===== src/hdl/asphd_pkg.sv =====
// Shared constants and types for the ambient-subtracting photo detector.
// No dependencies; used by asphd_core and the top level.
package asphd_pkg;

    // Default widths for the top level parameters.
    localparam int SAMPLE_BITS_DEF = 10;
    localparam int COUNT_BITS_DEF  = 16;

    // Fixed widths of the configuration registers.
    localparam int THRESH_BITS = 10;
    localparam int SETTLE_BITS = 8;
    localparam int HOLD_BITS   = 16;
    localparam int PHASE_BITS  = 3;

    // Configuration port.
    localparam int CFG_ADDR_BITS = 2;
    localparam int CFG_DATA_BITS = 16;

    localparam logic [CFG_ADDR_BITS-1:0] REG_DETECT_THRESHOLD = 2'd0;
    localparam logic [CFG_ADDR_BITS-1:0] REG_SETTLE_TICKS     = 2'd1;
    localparam logic [CFG_ADDR_BITS-1:0] REG_HOLD_TICKS       = 2'd2;

    // Register values after reset.
    localparam logic [THRESH_BITS-1:0] THRESH_RESET = 10'd200;
    localparam logic [SETTLE_BITS-1:0] SETTLE_RESET = 8'd1;
    localparam logic [HOLD_BITS-1:0]   HOLD_RESET   = 16'd500;

    // Result beat is five bits, padded to one byte.
    localparam int M_TDATA_BITS = 8;

    typedef struct packed {
        logic [PHASE_BITS-1:0] phase;
        logic                  emitter_on;
        logic                  detected;
    } step_result_t;

endpackage


===== src/hdl/asphd_core.sv =====
// Sequencer state and one-tick step logic of the photo detector.
// Depends on asphd_pkg.
module asphd_core #(
    parameter int SAMPLE_BITS = asphd_pkg::SAMPLE_BITS_DEF,
    parameter int COUNT_BITS  = asphd_pkg::COUNT_BITS_DEF
) (
    input  logic                                aclk,
    input  logic                                aresetn,
    input  logic                                step_en,
    input  logic [SAMPLE_BITS-1:0]              adc_sample,
    input  logic                                rearm,
    input  logic [SAMPLE_BITS-1:0]              thresh,
    input  logic [asphd_pkg::SETTLE_BITS-1:0]   settle_ticks,
    input  logic [asphd_pkg::HOLD_BITS-1:0]     hold_ticks,
    output asphd_pkg::step_result_t             result
);

    typedef enum logic [asphd_pkg::PHASE_BITS-1:0] {
        PH_INIT   = 3'd0,
        PH_EMIT   = 3'd1,
        PH_SETTLE = 3'd2,
        PH_LIT    = 3'd3,
        PH_DARK   = 3'd4,
        PH_DETECT = 3'd5,
        PH_HOLD   = 3'd6,
        PH_REARM  = 3'd7
    } phase_t;

    localparam int LOAD_BITS = (COUNT_BITS > asphd_pkg::HOLD_BITS) ?
                               COUNT_BITS : asphd_pkg::HOLD_BITS;
    localparam logic [LOAD_BITS-1:0] COUNT_MAX = LOAD_BITS'({COUNT_BITS{1'b1}});

    phase_t                 phase_reg, phase_next;
    logic [COUNT_BITS-1:0]  count_reg, count_next;
    logic [SAMPLE_BITS-1:0] lit_reg, lit_next;
    logic                   rearm_reg, rearm_next;
    logic                   emit_reg, emit_next;
    logic                   detected;
    logic                   rearm_seen;
    logic                   count_done;

    // A zero count behaves as one; a count above the counter range saturates.
    function automatic logic [COUNT_BITS-1:0] load_count(
        input logic [asphd_pkg::HOLD_BITS-1:0] v
    );
        logic [LOAD_BITS-1:0] ext;
        ext = LOAD_BITS'(v);
        if (ext == '0) begin
            ext = LOAD_BITS'(1);
        end
        if (ext > COUNT_MAX) begin
            ext = COUNT_MAX;
        end
        return COUNT_BITS'(ext);
    endfunction

    assign rearm_seen = rearm_reg | rearm;
    assign count_done = (count_reg <= COUNT_BITS'(1));

    always_comb begin
        phase_next = phase_reg;
        count_next = count_reg;
        lit_next   = lit_reg;
        rearm_next = rearm_seen;
        emit_next  = emit_reg;
        detected   = 1'b0;
        case (phase_reg)
            PH_INIT: begin
                phase_next = PH_EMIT;
            end
            PH_EMIT: begin
                emit_next  = 1'b1;
                count_next = load_count(asphd_pkg::HOLD_BITS'(settle_ticks));
                phase_next = PH_SETTLE;
            end
            PH_SETTLE: begin
                if (count_done) begin
                    count_next = '0;
                    phase_next = PH_LIT;
                end else begin
                    count_next = count_reg - COUNT_BITS'(1);
                end
            end
            PH_LIT: begin
                lit_next   = adc_sample;
                emit_next  = 1'b0;
                phase_next = PH_DARK;
            end
            PH_DARK: begin
                // Unsigned difference, guarded: a dark reading above the lit one never detects.
                if ((lit_reg >= adc_sample) && ((lit_reg - adc_sample) >= thresh)) begin
                    phase_next = PH_DETECT;
                end else begin
                    phase_next = PH_EMIT;
                end
            end
            PH_DETECT: begin
                detected   = 1'b1;
                count_next = load_count(hold_ticks);
                phase_next = PH_HOLD;
            end
            PH_HOLD: begin
                if (count_done) begin
                    count_next = '0;
                    phase_next = PH_REARM;
                end else begin
                    count_next = count_reg - COUNT_BITS'(1);
                end
            end
            PH_REARM: begin
                if (rearm_seen) begin
                    rearm_next = 1'b0;
                    phase_next = PH_INIT;
                end
            end
            default: begin
                phase_next = PH_INIT;
            end
        endcase
    end

    always_ff @(posedge aclk) begin
        if (!aresetn) begin
            phase_reg <= PH_INIT;
            count_reg <= '0;
            lit_reg   <= '0;
            rearm_reg <= 1'b0;
            emit_reg  <= 1'b0;
        end else if (step_en) begin
            phase_reg <= phase_next;
            count_reg <= count_next;
            lit_reg   <= lit_next;
            rearm_reg <= rearm_next;
            emit_reg  <= emit_next;
        end
    end

    assign result.detected   = detected;
    assign result.emitter_on = emit_next;
    assign result.phase      = phase_next;

    // The emitter is lit exactly while waiting to take the lit sample.
    a_emit_settle: assert property (@(posedge aclk) disable iff (!aresetn)
        (phase_reg == PH_SETTLE || phase_reg == PH_LIT) |-> emit_reg)
        else $error("emitter off during settle or lit sample");

    a_emit_off: assert property (@(posedge aclk) disable iff (!aresetn)
        (phase_reg == PH_DETECT || phase_reg == PH_HOLD || phase_reg == PH_REARM
         || phase_reg == PH_DARK || phase_reg == PH_INIT) |-> !emit_reg)
        else $error("emitter lit outside the lit window");

    // A detection step always enters the hold wait with a nonzero count.
    a_hold_load: assert property (@(posedge aclk) disable iff (!aresetn)
        (step_en && phase_reg == PH_DETECT) |=> (phase_reg == PH_HOLD && count_reg != '0))
        else $error("hold wait entered without a count");

    // A rearm request is never dropped before the await phase consumes it.
    a_rearm_kept: assert property (@(posedge aclk) disable iff (!aresetn)
        (step_en && rearm && phase_reg != PH_REARM) |=> rearm_reg)
        else $error("rearm request lost");

endmodule


===== src/hdl/ambient_subtracting_photo_detector_unit.sv =====
// Top level of the ambient-subtracting photo detector: stream ports,
// configuration registers and the result buffer. Depends on asphd_pkg, asphd_core.
//
//   Channel   Direction  Beat contents (lowest bit first)
//   s_axis    in         adc_sample, rearm
//   m_axis    out        detected, emitter_on, phase
//   cfg       in         detect_threshold / settle_ticks / hold_ticks writes
//
// Every accepted input beat is one sequencer tick and yields exactly one result
// beat. The step is computed in the cycle the beat is accepted and registered in
// the output register, or in the skid while the output stalls; one beat per cycle
// is sustained while m_axis_tready is high. A two-entry result buffer (output
// register plus skid register) keeps s_axis_tready high while one result waits;
// tready drops only when both entries are full. Reset (aresetn low, synchronous)
// returns the sequencer to the init phase with the emitter off, clears any latched
// rearm request, empties the result buffer and restores the register defaults.
module ambient_subtracting_photo_detector_unit #(
    parameter int SAMPLE_BITS = asphd_pkg::SAMPLE_BITS_DEF,
    parameter int COUNT_BITS  = asphd_pkg::COUNT_BITS_DEF
) (
    input  logic                                  aclk,
    input  logic                                  aresetn,

    // tdata: adc_sample [SAMPLE_BITS-1:0], rearm [SAMPLE_BITS], zero padding above
    input  logic                                  s_axis_tvalid,
    output logic                                  s_axis_tready,
    input  logic [((SAMPLE_BITS+8)/8)*8-1:0]      s_axis_tdata,

    // tdata: detected [0], emitter_on [1], phase [4:2], zero padding above
    output logic                                  m_axis_tvalid,
    input  logic                                  m_axis_tready,
    output logic [asphd_pkg::M_TDATA_BITS-1:0]    m_axis_tdata,

    input  logic                                  cfg_wr_en,
    input  logic [asphd_pkg::CFG_ADDR_BITS-1:0]   cfg_addr,
    input  logic [asphd_pkg::CFG_DATA_BITS-1:0]   cfg_wdata
);

    // The threshold register is further narrowed when samples are narrow.
    localparam int THR_BITS = (SAMPLE_BITS < asphd_pkg::THRESH_BITS) ?
                              SAMPLE_BITS : asphd_pkg::THRESH_BITS;
    localparam int PAD_BITS = asphd_pkg::M_TDATA_BITS - $bits(asphd_pkg::step_result_t);

    logic [THR_BITS-1:0]                thresh_reg;
    logic [asphd_pkg::SETTLE_BITS-1:0]  settle_reg;
    logic [asphd_pkg::HOLD_BITS-1:0]    hold_reg;

    logic                     out_valid_reg;
    asphd_pkg::step_result_t  out_data_reg;
    logic                     skid_valid_reg;
    asphd_pkg::step_result_t  skid_data_reg;

    logic                     in_fire;
    logic                     out_fire;
    asphd_pkg::step_result_t  step_result;

    assign s_axis_tready = !skid_valid_reg;
    assign in_fire       = s_axis_tvalid && s_axis_tready;
    assign out_fire      = out_valid_reg && m_axis_tready;

    // Configuration registers; indexes past the list are ignored.
    always_ff @(posedge aclk) begin
        if (!aresetn) begin
            thresh_reg <= THR_BITS'(asphd_pkg::THRESH_RESET);
            settle_reg <= asphd_pkg::SETTLE_RESET;
            hold_reg   <= asphd_pkg::HOLD_RESET;
        end else if (cfg_wr_en) begin
            case (cfg_addr)
                asphd_pkg::REG_DETECT_THRESHOLD: begin
                    thresh_reg <= cfg_wdata[THR_BITS-1:0];
                end
                asphd_pkg::REG_SETTLE_TICKS: begin
                    settle_reg <= cfg_wdata[asphd_pkg::SETTLE_BITS-1:0];
                end
                asphd_pkg::REG_HOLD_TICKS: begin
                    hold_reg <= cfg_wdata[asphd_pkg::HOLD_BITS-1:0];
                end
                default: begin
                end
            endcase
        end
    end

    asphd_core #(
        .SAMPLE_BITS (SAMPLE_BITS),
        .COUNT_BITS  (COUNT_BITS)
    ) u_core (
        .aclk         (aclk),
        .aresetn      (aresetn),
        .step_en      (in_fire),
        .adc_sample   (s_axis_tdata[SAMPLE_BITS-1:0]),
        .rearm        (s_axis_tdata[SAMPLE_BITS]),
        .thresh       (SAMPLE_BITS'(thresh_reg)),
        .settle_ticks (settle_reg),
        .hold_ticks   (hold_reg),
        .result       (step_result)
    );

    // Result buffer. A new result goes to the output register when that register
    // is empty or being drained this cycle, otherwise into the skid register.
    // The skid entry moves forward when the output register drains; no input is
    // accepted in that cycle because tready is low while the skid is full.
    always_ff @(posedge aclk) begin
        if (!aresetn) begin
            out_valid_reg  <= 1'b0;
            skid_valid_reg <= 1'b0;
        end else begin
            if (skid_valid_reg) begin
                if (out_fire) begin
                    out_data_reg   <= skid_data_reg;
                    skid_valid_reg <= 1'b0;
                end
            end else if (in_fire) begin
                if (!out_valid_reg || m_axis_tready) begin
                    out_data_reg  <= step_result;
                    out_valid_reg <= 1'b1;
                end else begin
                    skid_data_reg  <= step_result;
                    skid_valid_reg <= 1'b1;
                end
            end else if (out_fire) begin
                out_valid_reg <= 1'b0;
            end
        end
    end

    assign m_axis_tvalid = out_valid_reg;
    assign m_axis_tdata  = {{PAD_BITS{1'b0}}, out_data_reg};

    // The skid entry is only ever filled behind a waiting output beat.
    a_skid_order: assert property (@(posedge aclk) disable iff (!aresetn)
        skid_valid_reg |-> out_valid_reg)
        else $error("skid entry valid with empty output register");

    // Each accepted beat produces a result the following cycle.
    a_result_follows: assert property (@(posedge aclk) disable iff (!aresetn)
        in_fire |=> m_axis_tvalid)
        else $error("accepted beat produced no result");

    // A stalled output with a new beat accepted must park it in the skid.
    a_skid_fill: assert property (@(posedge aclk) disable iff (!aresetn)
        (in_fire && out_valid_reg && !m_axis_tready) |=> skid_valid_reg)
        else $error("result dropped while output stalled");

endmodule

===== config.mk =====
export PLATFORM = sky130hd
export DESIGN_NAME = ambient_subtracting_photo_detector_unit
export DESIGN_NICKNAME = d
export VERILOG_FILES = /design/src/hdl/asphd_pkg.sv /design/src/hdl/asphd_core.sv /design/src/hdl/ambient_subtracting_photo_detector_unit.sv
export SDC_FILE = /design/constraint.sdc
export NUM_CORES = 1
export LEC_CHECK = 0
export BUFFER_PORTS_ARGS = -buffer_cell sky130_fd_sc_hd__buf_2
export CORE_ASPECT_RATIO = 1.4
export CORE_UTILIZATION = 45
export DETAILED_ROUTE_END_ITERATION = 16
export PLACE_DENSITY = 0.73
export SYNTH_ARGS = -nofsm -noshare
export SYNTH_HDL_FRONTEND = slang
export SYNTH_SLANG_ARGS = --single-unit
export TNS_END_PERCENT = 50

===== constraint.sdc =====
create_clock -name aclk -period 2.7 [get_ports aclk]
set_input_delay 0.675 -clock aclk [delete_from_list [all_inputs] [get_ports aclk]]
set_output_delay 0.675 -clock aclk [all_outputs]
set_load 0.03 [all_outputs]

# After elaboration in Yosys (flattened, before gate mapping)
# Index checks and enable logic that the tools add are counted.
# word_totals
inputBits,39
output_inout_bits,10
reg_bits,77
word_cells,87
# op_classes
bitwise,3
n_reduce_logical,23
n_addsub,2
eq_ne,11
order_cmp,5
n_mux,27
# ops
operator,count
$mux 16,6
$pmux 16 s3,1
$gt 16x16->1 const B,2
$pmux 3 s8,1
$ge 10x10->1,2
$mux 5,4
$le 16x1->1 const B,1
$logic_not 16->1,1
$sub 16x1->16 const B,1
$eq 3x3->1 const B,4
$mux 3,4
$reduce_and 2->1,5
$sub 10x10->10,1
$mux 1,9
$logic_not 8->1,1
$mux 8,1
$reduce_and 4->1,2
$eq 3x2->1 const B,2
$reduce_bool 2->1,3
$ne 2x1->1 const B,2
$eq 3x1->1 const B,1
$logic_and 1x1->1,3
$logic_not 3->1,1
$reduce_and 3->1,1
other kinds (10),12

# Depth between registers and ports, before layout
# Gate-level depths: netlist of run 1.
# depth
depth_word,8
depth_mapped,14
mapped_depth_nobuf,14

# By module
# Synthesis of run 1 repeated with hierarchy kept, for this count alone.
# hier_totals
cells_unflattened,515
hier_area_um2,4299.1
# by_module_without_submodules
mod,cells_per_inst,seq_area_each_um2,instances,area_per_inst_um2
asphd_core,347,620.6,1,2547.4
ambient_subtracting_photo_detector_unit,168,1021.0,1,1751.7

# Worst setup path before layout of run 1
# No wires, ideal clock.
# synth_timing
path_type,input to register
from,in s_axis_tdata[0]
to,"reg skid_data_reg[4] (netlist name), data pin"
n_path_buf,0
setup_ns,0.275
t_arrival_ns,2.676
required_time_ns,2.425
stages,13
setup_slack_ns,-0.251
path_cell_list,ha_1 > inv_1 > fa_1 > nand3_1 > nand2_1 > a21o_1 > a21oi_1 > xnor2_1 > ha_1 > a31oi_1 > nor2b_1 > a211oi_1 > o21ai_0
# synth_rtl
element,line,text
"start, declared",ambient_subtracting_photo_detector_unit.sv:27,"input logic [((SAMPLE_BITS+8)/8)*8-1:0] s_axis_tdata,"
"end signal, assigned",ambient_subtracting_photo_detector_unit.sv:118,skid_data_reg <= step_result;
"end, declared",ambient_subtracting_photo_detector_unit.sv:51,asphd_pkg::step_result_t skid_data_reg;

# Worst setup path after layout of run 1
# layout_timing
from,in s_axis_tdata[0]
to,"reg out_data_reg, in the netlist m_axis_tdata[4], data pin"
# layout_between
elab_chain_len,8
word_cells_on_any_way,9
cone_classes,add/sub (1); order compare (2); mux (5); reduce/logical (1)
# layout_lines
element,line,text
$sub 10x10->10,asphd_core.sv:91,if ((lit_reg >= adc_sample) && ((lit_reg - adc_sample) >= thresh)) begin
$ge 10x10->1,asphd_core.sv:91,
$logic_and 1x1->1 (*),asphd_core.sv:91,
$mux 3 (*),asphd_core.sv:91,
$pmux 3 s8 (*),asphd_core.sv:67,case (phase_reg)
$mux 5 (*),ambient_subtracting_photo_detector_unit.sv:114,if (!out_valid_reg || m_axis_tready) begin
$mux 5 (*),ambient_subtracting_photo_detector_unit.sv:113,end else if (in_fire) begin
$mux 5 (*),ambient_subtracting_photo_detector_unit.sv:108,if (skid_valid_reg) begin
"end signal, assigned",ambient_subtracting_photo_detector_unit.sv:110,out_data_reg <= skid_data_reg;
"end signal, assigned",ambient_subtracting_photo_detector_unit.sv:115,out_data_reg <= step_result;
"end, declared",ambient_subtracting_photo_detector_unit.sv:49,asphd_pkg::step_result_t out_data_reg;
# Every way passes the cells marked *; elsewhere a longest branch is shown, timed or not. The select of a mux whose other input is x is not followed.
# A chain may end at the register's enable or synchronous reset.

==> qor.log, run 1 <==
[yosys] flip-flop cell with the highest count after synthesis sky130_fd_sc_hd__dfxtp_1
[sta] worst clock skew on the final layout 0.00775 ns
[routing] routed wire length per instance 15.6 um
[sta] Tightest Pin Transition 0.784 ns
[worst_hold_path] path type of the worst min-delay path flip-flop to flip-flop
[clock_network] clock latency at the later pin of the worst-skew pair 0.34 ns
[global_route] gr usage total 22.6%
[critical_path] delay of the slowest cell on the worst path 0.27 ns
[clock_network] Clock Tree Root sky130_fd_sc_hd__clkbuf_16
[floorplan] count of pins on the block boundary 49
[routing] DR iter-0 viols 300
[yosys] number of flops mapped to enable cells by yosys 10
[critical_path] crit end category flip-flop
[floorplan] number of cell rows 42
[yosys] sequential fraction of the synthesis area 38.0%
[yosys] post-synthesis sequential element count 77
[sta] maximum clock frequency 372 MHz
[cells_and_area] number of nets at the end of the flow 634
[yosys] top cell type by total area after synthesis sky130_fd_sc_hd__dfxtp_1
[critical_path] startpoint of the worst-slack reg-to-reg timing path u_core.lit_reg[0]
[flow_run] number of max-cap violations 0
[global_route] global-route wire length before repair 18100 um
[sta] total negative slack for setup checks 0 ns
[sta] final worst-path cycle share 99.5%
[critical_path] CP Capture Point m_axis_tdata[4]
[critical_path] crit path kind input pin to flip-flop
[critical_path] data arrival time of the worst path 2.76 ns
[yosys] share of Yosys cell area claimed by the top area cell type 31.0%
[sta] RSZ-0062 raised after global routing yes
[yosys] most frequent cell after synthesis sky130_fd_sc_hd__nand2_1
[power_and_ir_drop] leak pwr 2.15 nW
[outcome] status complete, but fails checks
[cells_and_area] n_diodes 0
[clock_network] clock input transition at the sequential cells of the worst setup and hold paths 0.06 ns
[floorplan] Die ar. 0.0100 mm^2
[yosys] count of mapped cells out of synthesis 519
[routing] drc violations 3
[power_and_ir_drop] largest vdd supply drop 425 uV
[critical_path] depth of the most critical reg-to-reg path 14
[critical_path] nature of the critical path startpoint input pin
[critical_path] maximum fanout along the worst path 3
[clock_network] worst-case clock buffer depth 2
[critical_path] cell family with the largest share of critical-path delay compound AO/OA/AOI/OAI gates
[critical_path] first element of the critical path s_axis_tdata[0]
[clock_network] number of buffers created by CTS 9
[routing] detailed-route via count 3947
[routing] via-per-instance ratio 5.75
[yosys] largest cells by area after synthesis sky130_fd_sc_hd__dfxtp_1 (31%), sky130_fd_sc_hd__edfxtp_1 (6.9%), sky130_fd_sc_hd__nand2_1 (6.7%)
[yosys] post-synth design cell area 0.00432 mm^2
[sta] final max-slew violation count 0
[cells_and_area] Fillers 875
[routing] DRT antenna net count 0
[global_route] pin count of the biggest net entering global routing 47
[clock_network] Hold Buf Count CTS 0
[placed_design] Final HPWL DP 7710 um
[power_and_ir_drop] power density normalized to cell area 588 mW/mm^2
[yosys] Commonest cells post-synth sky130_fd_sc_hd__nand2_1 (77), sky130_fd_sc_hd__dfxtp_1 (67), sky130_fd_sc_hd__a21oi_1 (50)
[floorplan] Starting Density 46.0%
[clock_network] clock tree from TritonCTS yes
[cells_and_area] finished layout cell area 0.00515 mm^2
[sta] final count of negative-setup-slack endpoints 0
[placed_design] cell area after placement 0.00477 mm^2
[critical_path] Critical R2R Capture m_axis_tdata[4]
[sta] shortest period the worst path allows 2.69 ns
[cells_and_area] area delta synth->final 19.1%
[floorplan] Chip Height 118 um
[power_and_ir_drop] PnR Total Power 3.03 mW
[clock_network] H-tree level count 3
[outcome] violations in the final reports design-rule violations
[placed_design] global placer's final weighted congestion 0.913
[critical_path] Worst EP required 2.77 ns
[critical_path] register-to-register setup slack 0.09 ns
[routing] routed wire length 10700 um
[clock_network] number of sinks handled by clock tree synthesis 77
[routing] detailed-router iteration count before antenna repair 12
[critical_path] critical path depth in cells 12
[yosys] Async SR Flop Fraction 0%
[yosys] Warnings, synthesis 0
[critical_path] number of buffer and inverter stages on the critical path 2
[placed_design] number of port buffers 40
[critical_path] critical-path cell list buf_4 -> ha_4 -> buf_4 -> nor2b_4 -> o2111ai_2 -> a21o_1 -> a211o_1 -> o2111ai_2 -> ha_1 -> nor2b_1 -> a211oi_2 -> o31ai_1
[global_route] final global-route overflow total 0
[floorplan] Floorplan Core Area 0.00941 mm^2
[sta] max-slew headroom at the worst pin 47.3%
[cells_and_area] share of layout cells above drive strength 1 19.8%
[floorplan] horizontal die dimension 84.8 um
[global_route] antenna violations before repair 0
[critical_path] standard cell with the maximum stage delay on the critical path sky130_fd_sc_hd__a211o_1
[yosys] number of different library cells in the post-synthesis netlist 68
[sta] number of endpoints with negative hold slack in the final report 0
[global_route] via count of the first global-routing pass 3878
[yosys] Syn Area/Cell 8.33 um^2
[power breakdown]
| group | internal [mW] | switching (mW) | total (mW) | leakage [nW] |
|---|---|---|---|---|
| sequential | 1.21 | 0.0488 | 1.26 | 0.638 |
| clock | 0.777 | 0.507 | 1.28 | 0.154 |
| combinational | 0.199 | 0.287 | 0.486 | 1.36 |
| total | 2.18 | 0.842 | 3.03 | 2.15 |
[worst min-delay path by stage]
stage                              from             to  cells after the start
after floorplan           thresh_reg[1]  thresh_reg[1]                      2
after global placement    thresh_reg[1]  thresh_reg[1]                      2
after detailed placement  thresh_reg[4]  thresh_reg[4]                      2
after CTS                 thresh_reg[1]  thresh_reg[1]                      2
after global routing      thresh_reg[1]  thresh_reg[1]                      2
final                     thresh_reg[1]  thresh_reg[1]                      2
[cells in the final DEF (no fill, tap or decap), types with 3 or more instances in the layout]
master and n:
sky130_fd_sc_hd__mux2i_1 19, sky130_fd_sc_hd__inv_1 31, sky130_fd_sc_hd__edfxtp_1 10, sky130_fd_sc_hd__buf_2 38
sky130_fd_sc_hd__a31oi_1 7, sky130_fd_sc_hd__nand2b_1 4, sky130_fd_sc_hd__nand2_1 76, sky130_fd_sc_hd__o22ai_1 4
sky130_fd_sc_hd__o211ai_1 6, sky130_fd_sc_hd__nor4_1 10, sky130_fd_sc_hd__o21a_1 5, sky130_fd_sc_hd__nor2_1 43
sky130_fd_sc_hd__ha_1 18, sky130_fd_sc_hd__buf_4 28, sky130_fd_sc_hd__o31ai_1 5, sky130_fd_sc_hd__xnor2_1 3
sky130_fd_sc_hd__a211o_1 3, sky130_fd_sc_hd__inv_2 3, sky130_fd_sc_hd__and3_1 5, sky130_fd_sc_hd__conb_1 3
sky130_fd_sc_hd__nand4_1 6, sky130_fd_sc_hd__clkbuf_16 10, sky130_fd_sc_hd__nand3_1 13, sky130_fd_sc_hd__o21ai_0 16
sky130_fd_sc_hd__nor2b_1 4, sky130_fd_sc_hd__ha_4 4, sky130_fd_sc_hd__a21oi_1 48, sky130_fd_sc_hd__nor3_1 10
sky130_fd_sc_hd__a21o_1 3, sky130_fd_sc_hd__a211oi_1 7, sky130_fd_sc_hd__dfxtp_1 67
[worst min-delay path: cells and delay by family (launching register included)]
kind	cells	cell delay [ns]
flops	1	0.31
simple gates	1	0.05
compound gates	1	0.05
[layout make-up]
cell class	instances	area, um^2	area share (%)
clock buffer	10	250	4.86
clock inverter	6	68.8	1.34
inverter	34	128	2.48
multi-input combinational	382	2500	48.6
sequential	77	1640	31.9
tap	110	138	2.67
timing repair buffer	68	423	8.21
[per-stage QoR]
stage	setup slack, ns	hold slack [ns]	std cells	util (%)
2_1_floorplan	-0.104	0.436	521	-
3_3_place_gp	-0.377	0.445	670	50.7
3_5_place_dp	-0.374	0.450	670	50.7
4_1_cts	0.0138	0.459	687	54.4
5_1_grt	-0.0763	0.476	687	54.7
6_report	0.0128	0.455	687	54.7
[metal layers]
metal | GRT usage [%] | wire [um] | part of all wire (%)
met1 | 26.5 | 4490 | 42
met2 | 38.6 | 5480 | 51
met3 | 4.91 | 447 | 4.2
met4 | 11.0 | 287 | 2.7
met5 | 0 | 0 | 0
[kinds of logic after synthesis]
| logic type | Yosys count | share of synthesized area, % |
|---|---|---|
| simple gates | 193 | 21.4 |
| compound gates | 136 | 20.8 |
| flops | 77 | 38.0 |
| buf+inv | 62 | 6.86 |
| fa+ha+maj | 24 | 7.06 |
| mux | 20 | 4.66 |
| xor+xnor | 6 | 1.22 |
| other cells | 1 | 0.0867 |
[what timing repair did]
action                     in CTS  in global routing
setup buffers                   1                  0
pin swaps                       6                  7
setup endpoints to repair       2                  2
resized for setup               3                  9
No activity file was read; power rests on OpenSTA's default activity.
==> inputs of run 2 (changes only) <==
--- a/config.mk
+++ b/config.mk
@@ -10,6 +10,7 @@
 export CORE_UTILIZATION = 45
 export DETAILED_ROUTE_END_ITERATION = 16
 export PLACE_DENSITY = 0.73
+export SLEW_MARGIN = 20
 export SYNTH_ARGS = -nofsm -noshare
 export SYNTH_HDL_FRONTEND = slang
 export SYNTH_SLANG_ARGS = --single-unit
==> constraint.sdc (replaced) <==
create_clock -name aclk -period 2.3 [get_ports aclk]
set_input_delay 0.575 -clock aclk [delete_from_list [all_inputs] [get_ports aclk]]
set_output_delay 0.575 -clock aclk [all_outputs]
set_load 0.03 [all_outputs]
==> qor.log, run 2 (synthesis results as in run 1) <==
[cells_and_area] finished layout cell area 0.00519 mm^2 [+0.75%]
[clock_network] worst-case clock buffer depth 2 [unchanged]
[routing] routed wire length per instance 15.5 um [-0.68%]
[critical_path] maximum fanout along the worst path 4 [+1]
[placed_design] global placer's final weighted congestion 0.887 [-2.8%]
[sta] final worst-path cycle share 112%
[critical_path] most frequent cell on the critical path sky130_fd_sc_hd__a21o_1
[floorplan] Floorplan Core Area 0.00941 mm^2 [unchanged]
[critical_path] crit end category flip-flop
[clock_network] clock input transition at the sequential cells of the worst setup and hold paths 0.06 ns [about the same]
[critical_path] critical-path cell list buf_2 -> inv_1 -> ha_4 -> a21o_1 -> a21oi_2 -> a21o_1 -> nand2_1 -> a21oi_1 -> ha_1 -> a31oi_1 -> nor2b_1 -> a211oi_2 -> o31ai_1
[sta] max-slew headroom at the worst pin 59.4% [+12 points]
[floorplan] horizontal die dimension 84.8 um [unchanged]
[clock_network] clock latency at the later pin of the worst-skew pair 0.34 ns [about the same]
[floorplan] Die ar. 0.0100 mm^2 [unchanged]
[cells_and_area] most frequent cells in the layout sky130_fd_sc_hd__nand2_1 (76), sky130_fd_sc_hd__dfxtp_1 (67), sky130_fd_sc_hd__a21oi_1 (45)
[clock_network] H-tree level count 3 [unchanged]
[placed_design] number of port buffers 40 [unchanged]
[global_route] global-route wire length before repair 17700 um [-2.1%]
[cells_and_area] number of nets at the end of the flow 641 [+1.1%]
[placed_design] number of cells in the design after placement 677 [+1.0%]
[floorplan] number of cell rows 42 [unchanged]
[clock_network] Hold Buf Count CTS 0 [unchanged]
[critical_path] crit path kind input pin to flip-flop
[sta] RSZ-0062 raised after global routing yes
[power_and_ir_drop] PnR Total Power 3.60 mW [+19%]
[clock_network] number of sinks handled by clock tree synthesis 77 [unchanged]
[global_route] final global-route overflow total 0 [unchanged]
[routing] detailed-route via count 4003 [+1.4%]
[clock_network] clock tree from TritonCTS yes
[critical_path] standard cell with the maximum stage delay on the critical path sky130_fd_sc_hd__ha_1
[routing] via-per-instance ratio 5.77 [+0.40%]
[sta] worst clock skew on the final layout 0.00781 ns [+0.0000668 ns]
[floorplan] Starting Density 46.0% [unchanged]
[power_and_ir_drop] largest vdd supply drop 485 uV [+14%]
[clock_network] number of buffers created by CTS 9 [unchanged]
[global_route] via count of the first global-routing pass 3879 [+0.026%]
[sta] number of endpoints with negative hold slack in the final report 0 [unchanged]
[outcome] violations in the final reports design-rule violations, negative setup slack
[floorplan] count of pins on the block boundary 49 [unchanged]
[critical_path] number of buffer and inverter stages on the critical path 2 [unchanged]
[floorplan] Chip Height 118 um [unchanged]
[cells_and_area] n_diodes 0 [unchanged]
[routing] DRT antenna net count 0 [unchanged]
[critical_path] cell family with the largest share of critical-path delay compound AO/OA/AOI/OAI gates
[placed_design] Final HPWL DP 7760 um [+0.66%]
[cells_and_area] share of layout cells above drive strength 1 20.4% [+0.62 points]
[sta] shortest period the worst path allows 2.58 ns
[worst_hold_path] path type of the worst min-delay path flip-flop to flip-flop
[routing] detailed-router iteration count before antenna repair 11 [-1]
[routing] routed wire length 10700 um [+0.34%]
[outcome] status complete, but fails checks
[routing] drc violations 3 [unchanged]
[sta] fin worst setup slack -0.281 ns [-0.294 ns]
[flow_run] number of max-cap violations 0 [unchanged]
[sta] final max-slew violation count 0 [unchanged]
[power_and_ir_drop] leak pwr 2.19 nW [+1.7%]
[critical_path] Worst EP required 2.39 ns [-0.38 ns]
[global_route] pin count of the biggest net entering global routing 47 [unchanged]
[global_route] antenna violations before repair 0 [unchanged]
[cells_and_area] area delta synth->final 20.0%
[power_and_ir_drop] power density normalized to cell area 693 mW/mm^2 [+18%]
[sta] Tightest Pin Transition 0.608 ns [-0.177 ns]
[critical_path] delay of the slowest cell on the worst path 0.28 ns [about the same]
[critical_path] nature of the critical path startpoint input pin
[cells_and_area] most common cell after layout, fill and taps aside sky130_fd_sc_hd__nand2_1
[sta] total negative slack for setup checks -0.722 ns [-0.722 ns]
[critical_path] data arrival time of the worst path 2.67 ns [-0.09 ns]
[cells_and_area] Final Instance Count excl. Fillers 694 [+1.0%]
[sta] maximum clock frequency 387 MHz
[sta] final count of negative-setup-slack endpoints 3 [+3]
[placed_design] worst setup timing slack at the placement stage -0.643 ns [-0.270 ns]
[global_route] gr usage total 22.2% [-0.35 points]
[placed_design] cell area after placement 0.00482 mm^2 [+1.1%]
[clock_network] Clock Tree Root sky130_fd_sc_hd__clkbuf_16
[routing] DR iter-0 viols 300 [unchanged]
## run 2: layout make-up
type / instances / area [um^2]
Clock buffer: 13 / 283
Clock inverter: 3 / 47.5
Fill cell: 851 / 4220
Inverter: 34 / 128
Multi-Input combinational cell: 382 / 2490
Sequential cell: 77 / 1640
Tap cell: 110 / 138
Timing Repair Buffer: 75 / 463
## run 2: where the power goes
part           internal, mW  switching [mW]  leakage [nW]
combinational         0.233           0.343          1.39
sequential             1.42          0.0517         0.638
clock                 0.979           0.571         0.161
## run 2: what timing repair did
action                     in CTS  in global routing
pin swaps                       6                  3
setup endpoints to repair       3                  3
setup buffers                   0                  1
gates cloned                    0                  0
gates resized for setup         6                  2
hold endpoints to repair        0                  0
## run 2: per-stage QoR
step | utilization, % | hold slack [ns]
6_report | 55.1 | 0.460
5_1_grt | 55.1 | 0.484
4_1_cts | 55.0 | 0.461
3_5_place_dp | 51.3 | 0.454
3_3_place_gp | 51.3 | 0.445
2_1_floorplan | - | 0.436
## run 2: worst paths after layout
check | from | endpoint | slack (ns) | depth (start not counted)
max | s_axis_tdata[3] | m_axis_tdata[4] | -0.28 | 13
min | thresh_reg[1] | thresh_reg[1] | 0.46 | 2
max reg2reg | u_core.lit_reg[0] | m_axis_tdata[4] | -0.25 | 14
min reg2reg | thresh_reg[1] | thresh_reg[1] | 0.46 | 2
## run 2: worst register-to-register path: cells and delay by family, from the launching register on
kind / cells / cell delay, ns
AO/OA/AOI/OAI: 5 / 0.86
adder cells (fa/ha/maj): 2 / 0.45
buffers and inverters: 3 / 0.33
flip-flops: 1 / 0.32
AND/OR/NAND/NOR: 4 / 0.35
## run 2: routing by layer
layer / up-vias / part of all wire, % / track usage (%)
li1: 1976 / - / -
met1: 1874 / 41 / 24.9
met2: 124 / 51 / 39.4
met3: 29 / 4.4 / 3.86
met4: 0 / 3.7 / 12.1
met5: - / 0 / 0
==> inputs of run 3 (changes only) <==
--- a/config.mk
+++ b/config.mk
@@ -5,11 +5,11 @@
 export SDC_FILE = /design/constraint.sdc
 export NUM_CORES = 1
 export LEC_CHECK = 0
+export ABC_AREA = 1
 export BUFFER_PORTS_ARGS = -buffer_cell sky130_fd_sc_hd__buf_2
-export CORE_ASPECT_RATIO = 1.4
 export CORE_UTILIZATION = 45
 export DETAILED_ROUTE_END_ITERATION = 16
-export PLACE_DENSITY = 0.73
+export PLACE_DENSITY = 0.74
 export SLEW_MARGIN = 20
 export SYNTH_ARGS = -nofsm -noshare
 export SYNTH_HDL_FRONTEND = slang
==> qor.log, run 3 <==
[routing] routed wire length per instance 13.1 um [-15%]
[placed_design] number of cells in the design after placement 786 [+16%]
[critical_path] data arrival time of the worst path 2.60 ns [-0.07 ns]
[power_and_ir_drop] proportion of total power due to net switching 32.1% [+5.3 points]
[power_and_ir_drop] largest vdd supply drop 308 uV [-37%]
[routing] detailed-route via count 4160 [+3.9%]
[yosys] most frequent cell after synthesis sky130_fd_sc_hd__nand2_1
[sta] number of endpoints with negative hold slack in the final report 0 [unchanged]
[floorplan] Starting Density 46.4% [+0.48 points]
[global_route] global-route wire length before repair 17500 um [-0.78%]
[yosys] post-synthesis sequential element count 77 [unchanged]
[routing] routed wire length 10500 um [-2.2%]
[critical_path] register-to-register setup slack -0.16 ns [+0.09 ns]
[clock_network] clock tree from TritonCTS yes
[sta] Tightest Pin Transition 0.599 ns [-0.00836 ns]
[critical_path] first element of the critical path u_core.lit_reg[1]
[sta] final count of negative-setup-slack endpoints 3 [unchanged]
[yosys] flip-flop cell with the highest count after synthesis sky130_fd_sc_hd__dfxtp_1
[floorplan] Chip Height 99.6 um [-16%]
[critical_path] Worst EP required 2.43 ns [+0.04 ns]
[yosys] Warnings, synthesis 0 [unchanged]
[yosys] post-synth design cell area 0.00429 mm^2 [-0.75%]
[critical_path] standard cell with the maximum stage delay on the critical path sky130_fd_sc_hd__dfxtp_1
[yosys] share of Yosys cell area claimed by the top area cell type 31.3% [+0.24 points]
[yosys] Async SR Flop Fraction 0% [unchanged]
[critical_path] maximum fanout along the worst path 3 [-1]
[power_and_ir_drop] Clk pwr share 33.3% [-9.8 points]
[routing] detailed-router iteration count before antenna repair 4 [-7]
[yosys] number of flops mapped to enable cells by yosys 10 [unchanged]
[outcome] violations in the final reports negative setup slack
[critical_path] Critical R2R Capture m_axis_tdata[4]
[clock_network] clock latency at the later pin of the worst-skew pair 0.37 ns [+0.03 ns]
[cells_and_area] share of layout cells above drive strength 1 18.1% [-2.2 points]
[floorplan] number of cell rows 35 [-17%]
[global_route] final global-route overflow total 0 [unchanged]
[sta] shortest period the worst path allows 2.46 ns [-0.119 ns]
[power_and_ir_drop] power density normalized to cell area 683 mW/mm^2 [-1.5%]
[routing] via-per-instance ratio 5.19 [-10%]
[cells_and_area] Fillers 855 [+0.47%]
[critical_path] depth of the most critical reg-to-reg path 14 [unchanged]
[cells_and_area] area delta synth->final 19.4%
[cells_and_area] Final Instance Count excl. Fillers 802 [+16%]
[cells_and_area] most frequent cells in the layout sky130_fd_sc_hd__nand2_1 (94), sky130_fd_sc_hd__inv_1 (84), sky130_fd_sc_hd__nor2_1 (77)
[yosys] count of mapped cells out of synthesis 609 [+17%]
[sta] maximum clock frequency 406 MHz [+4.9%]
[clock_network] clock input transition at the sequential cells of the worst setup and hold paths 0.09 ns [+0.03 ns]
[critical_path] most frequent cell on the critical path sky130_fd_sc_hd__nand2_1
[clock_network] worst-case clock buffer depth 2 [unchanged]
[clock_network] number of sinks handled by clock tree synthesis 77 [unchanged]
[clock_network] H-tree level count 3 [unchanged]
[worst_hold_path] path type of the worst min-delay path input pin to flip-flop
[critical_path] nature of the critical path startpoint flip-flop
[yosys] largest cells by area after synthesis sky130_fd_sc_hd__dfxtp_1 (31%), sky130_fd_sc_hd__nand2_1 (8.6%), sky130_fd_sc_hd__a21oi_1 (8.2%)
[global_route] via count of the first global-routing pass 3846 [-0.85%]
[sta] final max-slew violation count 0 [unchanged]
[sta] RSZ-0062 raised after global routing yes
[global_route] antenna violations before repair 1 [+1]
[power_and_ir_drop] Net Sw Power 1.12 mW [+16%]
[power_and_ir_drop] internal cell power 2.37 mW [-9.7%]
[yosys] Commonest cells post-synth sky130_fd_sc_hd__nand2_1 (98), sky130_fd_sc_hd__inv_1 (89), sky130_fd_sc_hd__nor2_1 (77)
[critical_path] critical-path cell list ha_4 -> nand2_2 -> o21ai_2 -> a21oi_2 -> xnor2_1 -> ha_1 -> a21oi_1 -> nand2_1 -> nand2_1 -> nand3_1 -> nand3_2 -> nand2_2 -> nand2_1 -> nand2_1
[sta] fin worst setup slack -0.162 ns [+0.119 ns]
[global_route] gr usage total 22.3% [+0.097 points]
[floorplan] horizontal die dimension 99.6 um [+17%]
[clock_network] Post-CTS Setup Repair Bufs 0 [unchanged]
[yosys] number of different library cells in the post-synthesis netlist 35 [-49%]
[placed_design] worst setup timing slack at the placement stage -0.609 ns [+0.0342 ns]
[yosys] sequential fraction of the synthesis area 38.3% [+0.29 points]
[clock_network] Hold Buf Count CTS 0 [unchanged]
[yosys] top cell type by total area after synthesis sky130_fd_sc_hd__dfxtp_1
[clock_network] Clock Tree Root sky130_fd_sc_hd__clkbuf_8
[placed_design] number of port buffers 40 [unchanged]
[sta] worst clock skew on the final layout 0.0116 ns [+0.00383 ns]
[critical_path] CP Capture Point m_axis_tdata[4]
[flow_run] number of max-cap violations 0 [unchanged]
[routing] DR iter-0 viols 201 [-33%]
[critical_path] delay of the slowest cell on the worst path 0.36 ns [+0.08 ns]
[power_and_ir_drop] Logic pwr share 23.5% [+7.5 points]
[power_and_ir_drop] share of power burned in registers 43.2% [+2.3 points]
[routing] drc violations 0 [-3]
[sta] final worst-path cycle share 107% [-5.2 points]
[routing] DRT antenna net count 0 [unchanged]
[global_route] pin count of the biggest net entering global routing 60 [+28%]
[critical_path] crit path kind flip-flop to flip-flop
[cells_and_area] n_diodes 0 [unchanged]
[placed_design] Final HPWL DP 7810 um [+0.59%]
[cells_and_area] number of nets at the end of the flow 730 [+14%]
[outcome] status complete, but fails checks
[clock_network] number of buffers created by CTS 9 [unchanged]
[floorplan] count of pins on the block boundary 49 [unchanged]
[power_and_ir_drop] leak pwr 2.38 nW [+8.9%]
[floorplan] Die ar. 0.00993 mm^2 [-0.80%]
[critical_path] startpoint of the worst-slack reg-to-reg timing path u_core.lit_reg[1]
[critical_path] crit end category flip-flop
[yosys] Syn Area/Cell 7.04 um^2 [-15%]
[sta] max-slew headroom at the worst pin 59.7% [+0.37 points]
[floorplan] Floorplan Core Area 0.00924 mm^2 [-1.8%]
[cells_and_area] most common cell after layout, fill and taps aside sky130_fd_sc_hd__nand2_1
[placed_design] global placer's final weighted congestion 0.908 [+2.4%]
==> run 3: worst min-delay path by stage <==
stage               slack [ns]     startpoint  cells after the start       endpoint
global route              0.46  cfg_wdata[12]                      3   hold_reg[12]
floorplan                 0.43  thresh_reg[8]                      2  thresh_reg[8]
finish                    0.46  cfg_wdata[12]                      3   hold_reg[12]
detailed placement        0.45  thresh_reg[5]                      2  thresh_reg[5]
global placement          0.46  settle_reg[0]                      2  settle_reg[0]
CTS                       0.46  cfg_wdata[12]                      3   hold_reg[12]
==> run 3: routing by layer <==
metal	vias up	part of all wire [%]	GRT usage [%]
met4	2	3.3	10.6
met3	34	4.5	4.64
met5	-	0.095	0
met2	100	49	38.0
met1	1920	43	26.9
li1	2104	-	-
==> run 3: layout make-up <==
class	count	area [um^2]	area share, %
Timing Repair Buffer	66	395	7.72
Inverter	94	354	6.91
Multi-Input combinational cell	420	2340	45.8
Sequential cell	77	1650	32.1
Clock buffer	9	124	2.42
Tap cell	129	161	3.15
Clock inverter	7	96.3	1.88
==> run 3: logic make-up (layout without fill, tap and decap cells) <==
logic type / after synthesis / count (layout) / share of synthesized area, %
AO/OA/AOI/OAI: 158 / 158 / 19.5
XOR/XNOR: 13 / 13 / 2.65
adder cells (fa/ha/maj): 23 / 23 / 6.88
buffers and inverters: 114 / 176 / 10.8
flip-flops: 77 / 77 / 38.3
other: 1 / 3 / 0.0874
AND/OR/NAND/NOR: 223 / 223 / 21.8
==> run 3: power groups by stage <==
stage	Clock, mW	Combinational [mW]	Sequential [mW]
2_1_floorplan	0	0.568	1.54
3_3_place_gp	0	0.770	1.54
3_5_place_dp	0	0.794	1.54
4_1_cts	1.18	0.807	1.51
5_1_grt	1.23	0.935	1.52
6_report	1.16	0.822	1.51
==> run 3: metrics by stage <==
stage / instance area (um^2) / setup TNS, ns / util (%) / hold WS [ns] / power, mW
final: 5120 / -0.253 / 55.4 / 0.460 / 3.50
after detailed placement: 4820 / -1.53 / 52.2 / 0.454 / 2.33
after global placement: 4820 / -1.28 / 52.2 / 0.456 / 2.31
after CTS: 5070 / -0.299 / 54.9 / 0.458 / 3.50
after floorplan: 4370 / -0.463 / - / 0.433 / 2.11
after global routing: 5120 / -0.725 / 55.4 / 0.464 / 3.69
==> run 3: critical path: cells and delay by family, from the launching register on <==
kind            cells  cell delay, ns
fa+ha+maj           2            0.58
compound gates      3            0.45
flops               1            0.36
xor+xnor            1            0.27
simple gates        8            0.57
==> run 3: what timing repair did <==
item	in CTS	in global routing
pin swaps	10	6
endpoints found under the setup margin	3	3
gates resized for setup	7	12
